$ cat config.mk
export PLATFORM = sky130hd
export DESIGN_NAME = spi_master_byte_shifter
export DESIGN_NICKNAME = d
export VERILOG_FILES = /design/src/sv/smbs_pkg.sv /design/src/sv/spi_master_byte_shifter.sv
export SDC_FILE = /design/constraint.sdc
export NUM_CORES = 1
export LEC_CHECK = 0
export ABC_AREA = 1
export BUFFER_PORTS_ARGS = -buffer_cell sky130_fd_sc_hd__buf_2
export CAP_MARGIN = 20
export CORE_UTILIZATION = 45
export DETAILED_ROUTE_END_ITERATION = 8
export HOLD_SLACK_MARGIN = 0.06
export PLACE_DENSITY_LB_ADDON = 0.2
export SYNTH_ARGS = -nofsm -noshare
export SYNTH_HDL_FRONTEND = slang
export SYNTH_SLANG_ARGS = --single-unit
$ cat constraint.sdc
create_clock -name i_clk -period 4.8 [get_ports i_clk]
set_clock_uncertainty 0.1 [all_clocks]
set_input_delay 0.96 -clock i_clk [delete_from_list [all_inputs] [get_ports i_clk]]
set_output_delay 0.96 -clock i_clk [all_outputs]
set_load 0.05 [all_outputs]
$ cat src/sv/smbs_pkg.sv
// ----------------------------------------------------------------------------
// smbs_pkg
// Shared widths, register indexes and stream field positions for the SPI
// master byte shifter.
// ----------------------------------------------------------------------------
package smbs_pkg;

    localparam int BYTE_W       = 8;
    localparam int MODE_W       = 2;
    localparam int HALF_W       = 8;
    localparam int BIT_COUNT_W  = 4;
    localparam int CFG_INDEX_W  = 1;
    localparam int CFG_DATA_W   = 8;
    localparam int IN_TDATA_W   = 16;
    localparam int OUT_TDATA_W  = 16;

    localparam logic [BIT_COUNT_W-1:0] BITS_PER_BYTE = 4'd8;

    localparam logic [CFG_INDEX_W-1:0] CFG_SPI_MODE    = 1'd0;
    localparam logic [CFG_INDEX_W-1:0] CFG_HALF_PERIOD = 1'd1;

    localparam logic [MODE_W-1:0] SPI_MODE_RESET = 2'd0;
    localparam logic [HALF_W-1:0] HALF_RESET     = 8'd1;

    // input tdata bit positions
    localparam int IN_START_POS  = 0;
    localparam int IN_TX_LSB     = 1;
    localparam int IN_SELECT_POS = 9;
    localparam int IN_MISO_POS   = 10;

    // output tdata bit positions
    localparam int OUT_SCK_POS      = 0;
    localparam int OUT_MOSI_POS     = 1;
    localparam int OUT_CS_N_POS     = 2;
    localparam int OUT_RX_LSB       = 3;
    localparam int OUT_RX_MSB       = 10;
    localparam int OUT_RX_VALID_POS = 11;
    localparam int OUT_READY_POS    = 12;

    typedef struct packed {
        logic              ready_res;
        logic              rx_valid;
        logic [BYTE_W-1:0] rx_byte;
        logic              chip_select_n;
        logic              mosi;
        logic              sck;
    } t_result;

endpackage

$ cat src/sv/spi_master_byte_shifter.sv
// ----------------------------------------------------------------------------
// spi_master_byte_shifter
// SPI master, one byte in flight, MSB first, modes 0 to 3.
// ----------------------------------------------------------------------------
// Usage:
//   Each transfer on the s_axis channel is one base tick of the bit timer.
//   It carries the MISO level and, while the shifter is idle, an optional
//   start with the byte to send and a chip-select request; tlast marks the
//   final byte of a message. Each tick yields one transfer on m_axis with
//   SCK, MOSI, CS_n, the ready flag and, on the eighth trailing SCK edge,
//   the received byte with rx_valid set and tlast echoing the message mark.
//   Configuration (mode, SCK half period in ticks) is for the user to write
//   via the cfg port while idle (unenforced); it applies from the next tick.
// Timing:
//   A tick's result is registered; m_axis shows it in the next cycle.
//   One tick per cycle is sustained while m_axis_tready is high; the bound
//   is the single output register.
// Reset and stall:
//   Reset empties the output register, leaves the shifter idle, releases
//   CS_n and loads mode 0 with a half period of one tick. While m_axis
//   stalls, the output register holds and s_axis_tready drops once it is
//   full.
// ----------------------------------------------------------------------------
module spi_master_byte_shifter
    import smbs_pkg::*;
(
    input  logic                   i_clk,
    input  logic                   i_rst_n,
    input  logic                   i_cfg_we,
    input  logic [CFG_INDEX_W-1:0] i_cfg_index,
    input  logic [CFG_DATA_W-1:0]  i_cfg_data,
    input  logic                   s_axis_tvalid,
    output logic                   s_axis_tready,
    // start_req, tx_byte[7:0], select_now, miso, zero fill
    input  logic [IN_TDATA_W-1:0]  s_axis_tdata,
    input  logic                   s_axis_tlast,
    output logic                   m_axis_tvalid,
    input  logic                   m_axis_tready,
    // sck, mosi, chip_select_n, rx_byte[7:0], rx_valid, ready_res, zero fill
    output logic [OUT_TDATA_W-1:0] m_axis_tdata,
    output logic                   m_axis_tlast
);

    logic [MODE_W-1:0]      r_spi_mode;
    logic [HALF_W-1:0]      r_half;
    logic                   r_busy;
    logic [BIT_COUNT_W-1:0] r_bit_count;
    logic [HALF_W-1:0]      r_tick_count;
    logic                   r_clock_level;
    logic [BYTE_W-1:0]      r_out_shift;
    logic [BYTE_W-1:0]      r_in_shift;
    logic                   r_select_level;
    logic                   r_last_mark;
    logic                   r_out_valid;
    t_result                r_result;
    logic                   r_rx_last;

    logic                   n_busy;
    logic [BIT_COUNT_W-1:0] n_bit_count;
    logic [HALF_W-1:0]      n_tick_count;
    logic                   n_clock_level;
    logic [BYTE_W-1:0]      n_out_shift;
    logic [BYTE_W-1:0]      n_in_shift;
    logic                   n_select_level;
    logic                   n_last_mark;
    t_result                n_result;
    logic                   n_rx_last;

    logic                   w_accept;
    logic                   w_start;
    logic [BYTE_W-1:0]      w_tx;
    logic                   w_select;
    logic                   w_miso;
    logic                   w_cpol;
    logic                   w_cpha;
    logic [HALF_W-1:0]      w_half;
    logic                   w_tick_done;
    logic                   w_leading;

    assign s_axis_tready = !r_out_valid || m_axis_tready;
    assign w_accept      = s_axis_tvalid && s_axis_tready;

    assign w_start  = s_axis_tdata[IN_START_POS];
    assign w_tx     = s_axis_tdata[IN_TX_LSB +: BYTE_W];
    assign w_select = s_axis_tdata[IN_SELECT_POS];
    assign w_miso   = s_axis_tdata[IN_MISO_POS];

    assign w_cpol      = r_spi_mode[1];
    assign w_cpha      = r_spi_mode[0];
    assign w_half      = (r_half == '0) ? HALF_W'(1) : r_half;
    assign w_tick_done = ({1'b0, r_tick_count} + (HALF_W+1)'(1)) >= {1'b0, w_half};
    assign w_leading   = (r_clock_level == w_cpol);

    always_comb begin
        n_busy         = r_busy;
        n_bit_count    = r_bit_count;
        n_tick_count   = r_tick_count;
        n_clock_level  = r_clock_level;
        n_out_shift    = r_out_shift;
        n_in_shift     = r_in_shift;
        n_select_level = r_select_level;
        n_last_mark    = r_last_mark;
        n_result       = '0;
        n_rx_last      = 1'b0;

        if (!r_busy) begin
            n_clock_level = w_cpol;
            if (w_start) begin
                n_busy       = 1'b1;
                n_out_shift  = w_tx;
                n_in_shift   = '0;
                n_bit_count  = '0;
                n_tick_count = '0;
                n_last_mark  = s_axis_tlast;
                if (w_select) begin
                    n_select_level = 1'b0;
                end
            end
        end else if (w_tick_done) begin
            n_tick_count  = '0;
            n_clock_level = !r_clock_level;
            if (w_leading) begin
                if (!w_cpha) begin
                    n_in_shift = {r_in_shift[BYTE_W-2:0], w_miso};
                end else if (r_bit_count != '0) begin
                    n_out_shift = {r_out_shift[BYTE_W-2:0], 1'b0};
                end
            end else begin
                if (w_cpha) begin
                    n_in_shift = {r_in_shift[BYTE_W-2:0], w_miso};
                end
                n_bit_count = r_bit_count + BIT_COUNT_W'(1);
                if (n_bit_count >= BITS_PER_BYTE) begin
                    n_busy            = 1'b0;
                    n_bit_count       = '0;
                    n_result.rx_valid = 1'b1;
                    n_result.rx_byte  = n_in_shift;
                    n_rx_last         = r_last_mark;
                end else if (!w_cpha) begin
                    n_out_shift = {r_out_shift[BYTE_W-2:0], 1'b0};
                end
            end
        end else begin
            n_tick_count = r_tick_count + HALF_W'(1);
        end

        n_result.sck           = n_clock_level;
        n_result.mosi          = n_out_shift[BYTE_W-1];
        n_result.chip_select_n = n_select_level;
        n_result.ready_res     = !r_busy;
    end

    always_ff @(posedge i_clk) begin
        if (!i_rst_n) begin
            r_spi_mode     <= SPI_MODE_RESET;
            r_half         <= HALF_RESET;
            r_busy         <= 1'b0;
            r_bit_count    <= '0;
            r_tick_count   <= '0;
            r_clock_level  <= 1'b0;
            r_out_shift    <= '0;
            r_in_shift     <= '0;
            r_select_level <= 1'b1;
            r_last_mark    <= 1'b0;
            r_out_valid    <= 1'b0;
        end else begin
            if (i_cfg_we) begin
                unique case (i_cfg_index)
                    CFG_SPI_MODE:    r_spi_mode <= i_cfg_data[MODE_W-1:0];
                    CFG_HALF_PERIOD: r_half     <= i_cfg_data[HALF_W-1:0];
                    default:         r_half     <= r_half;
                endcase
            end
            if (w_accept) begin
                r_busy         <= n_busy;
                r_bit_count    <= n_bit_count;
                r_tick_count   <= n_tick_count;
                r_clock_level  <= n_clock_level;
                r_out_shift    <= n_out_shift;
                r_in_shift     <= n_in_shift;
                r_select_level <= n_select_level;
                r_last_mark    <= n_last_mark;
                r_out_valid    <= 1'b1;
            end else if (m_axis_tready) begin
                r_out_valid    <= 1'b0;
            end
        end
    end

    always_ff @(posedge i_clk) begin
        if (w_accept) begin
            r_result  <= n_result;
            r_rx_last <= n_rx_last;
        end
    end

    assign m_axis_tvalid = r_out_valid;
    assign m_axis_tdata  = {(OUT_TDATA_W - $bits(t_result))'(0), r_result};
    assign m_axis_tlast  = r_rx_last;

endmodule

==> out/results.txt <==
Status -> finished, final reports clean
# nets final -> 512
GR peak layer -> met2
Post-synthesis register bit count -> 57
Fin crit share -> 62.4%
Worst path max stage delay -> 400 ps
Leak -> 1.67 nW
Gr ovfl total -> 0
# setup viols final -> 0
Post-route ant nets -> 0
Crit path arrival time -> 3140 ps
I/O pin count -> 50
VDD IR max -> 0.167 mV
YS warnings -> 0
Final Worst Setup Slack -> 1810 ps
Top-area cell type share of the netlist area -> 27.5%
Placement Cell Area -> 3360 sq um
Worst-path fanout max -> 14
Post-cts gate resize count -> 0
Setup TNS Final -> 0 ps
DP HPWL -> 4550 um
Area contributors post-synth -> dfxtp_1 (27%), edfxtp_1 (13%), nand2_1 (11%), inv_1 (7.3%), nor2_1 (5.6%)
Worst hold path class -> flip-flop to flip-flop
Crit end category -> flip-flop
Routability cong. -> 0.823
Vias -> 2779
Worst skew pair latency -> 350 ps
Area growth from synthesis to layout -> 14.0%
RSZ-0062 raised after global routing -> no
Slowest cell on the critical path -> dfxtp_1
TritonCTS buffer count -> 9
First-pass detailed-route iteration total -> 5
Die H -> 85.4 um
Max-Cap Viols -> 0
Wirelength, routed -> 6740 um
Core footprint -> 6760 sq um
Fin area -> 3570 sq um
Commonest non-fill, non-tap cell in the layout -> nand2_1
Met1 track demand over resource -> 26.6%
Gate Count Post-Synth -> 433
Port-buffer cells -> 41
First-pass GRT wire length -> 11500 um
Die width -> 85.4 um
Layout cells sized above 1 -> 15.6%
Post-place setup slack -> 1820 ps
Clk sinks -> 57
Vias in the first global route -> 2510
Setup crit start kind -> flip-flop
Most frequent cells in the layout -> nand2_1 (94), inv_1 (61), nor2_1 (47)
Seq/Total Area, Yosys -> 40.9%
Slew at the pin with the worst max-slew slack -> 807 ps
H-tree depth -> 3
Crit Path Category -> flip-flop to flip-flop
Required time of the critical path -> 4940 ps
Count of final hold-check violations -> 0
CTS tree -> yes
CTS Buffer Depth -> 2
Worst-path cell chain -> ha_1 > nand3_1 > inv_2 > nand3_2 > xor2_1 > inv_1 > ha_1 > o211a_1 > nand2_1 > nand2_1 > nand2_1 > nand3_2 > nand3_2 > nand2_1 > nand2_1 > nor2_1
Max-slew headroom -> 46.0%
Most Frequent Cell on Critical Path -> nand2_1
Largest net degree at the start of global routing -> 34
Root Buffer -> clkbuf_8
Core Util, Final -> 52.8%
GR met3 Demand/Resource -> 5.54%
Clock transition at path regs -> 60 ps
Initial core utilization -> 46.3%
Min Clock Period, post-route -> 2990 ps
Initial antenna violation count -> 0
Max-slew violation total from the final report -> 0
Library cells used by synthesis -> 35
Cell taking the most area after synthesis -> dfxtp_1
Hold buffer count at cts -> 0
Placed cell count -> 539
# diodes -> 0
Fill cell count -> 704
Die area -> 7290 sq um
Maximum clock frequency -> 334 MHz
Post-Syn Area -> 3130 sq um
DR DRC count -> 0
Overall routing resource usage -> 20.2%
Pwr dens -> 358 nW/um^2
FP Rows -> 30
Post-CTS Repair Setup Buffers -> 0
Mean Syn Cell Area -> 7.23 sq um
Drt first-iter violations -> 123
Avg WL per Cell -> 12.1 um
Post-DR vias/cell -> 5.01
Non-filler cells, final -> 555
Met2 Track Usage GR -> 31.9%
## critical path, delay by kind of cell, from the launching register on
family                   cells  cell delay, ps
AND/OR/NAND/NOR             10            1350
buffers and inverters        2             170
flip-flops                   1             400
AO/OA/AOI/OAI                1             130
XOR/XNOR                     1             200
adder cells (fa/ha/maj)      2             520
## synth_stat cells
library cell / count
nand2_2: 4
o21ai_1: 2
a41o_1: 1
inv_2: 6
nor2_1: 47
xor2_1: 6
nand4_1: 16
nand3_2: 4
buf_4: 4
nor2b_1: 1
xnor2_1: 2
nor3_1: 7
buf_2: 4
ha_1: 11
inv_1: 61
o21a_1: 1
nand3b_1: 8
conb_1: 1
o21ai_0: 30
buf_6: 1
buf_1: 2
nor4_1: 1
nor2_4: 1
o211a_1: 1
a21oi_2: 2
or2_2: 1
nor2_2: 1
edfxtp_1: 14
dfxtp_1: 43
clkbuf_1: 7
nand3_1: 22
xnor2_2: 1
a211o_1: 1
nand2_1: 94
a21oi_1: 25
## sequential cells by signal (all words and copies together), names as in the netlist, 2 cells and up
signal / cells
r_in_shift: 8
r_half: 8
m_axis_tdata: 13
r_bit_count: 4
r_out_shift: 8
r_tick_count: 8
r_spi_mode: 2
## per-stage QoR
| stage | hold WS [ps] | total power, mW |
|---|---|---|
| after detailed placement | 356 | 0.791 |
| after CTS | 369 | 1.29 |
| final | 365 | 1.28 |
| after global placement | 351 | 0.786 |
| after global routing | 384 | 1.34 |
| after floorplan | 331 | 0.739 |
## report_power, final
| part | total, mW | internal, mW | switching [mW] |
|---|---|---|---|
| Clock | 0.495 | 0.303 | 0.191 |
| Sequential | 0.551 | 0.525 | 0.0258 |
| Combinational | 0.230 | 0.0719 | 0.158 |
## cells by family after synthesis
kind of cell | after synthesis | share of synthesized area [%]
other | 1 | 0.120
flip-flops | 57 | 40.9
buffers and inverters | 85 | 11.1
adder cells (fa/ha/maj) | 11 | 4.40
XOR/XNOR | 9 | 2.76
AO/OA/AOI/OAI | 63 | 10.8
AND/OR/NAND/NOR | 207 | 29.9
## routing by layer
metal	share of wire [%]	wire length (um)	up-vias
met2	44	2940	55
li1	-	-	1458
met1	51	3420	1256
met4	1.5	99	0
met3	4.2	284	10
met5	0	0	-
## final cells by class
cell class / count / area (sq um) / share of cell area [%]
Clock inverter: 4 / 67.6 / 1.89
Tap cell: 80 / 100 / 2.81
Clock buffer: 12 / 145 / 4.07
Timing Repair Buffer: 42 / 213 / 5.96
Multi-Input combinational cell: 293 / 1510 / 42.3
Sequential cell: 57 / 1280 / 35.9
Inverter: 67 / 251 / 7.05
## worst paths after layout
path	from	end	slack, ps	cells after the start
worst min-delay path	r_bit_count[3]	r_bit_count[3]	360	2
worst max register to register	r_tick_count[0]	r_out_shift[3]	1810	16
worst max-delay path	r_tick_count[0]	r_out_shift[3]	1810	16
worst min register to register	r_bit_count[3]	r_bit_count[3]	360	2
Note: power is estimated with default switching activity, not from simulation.
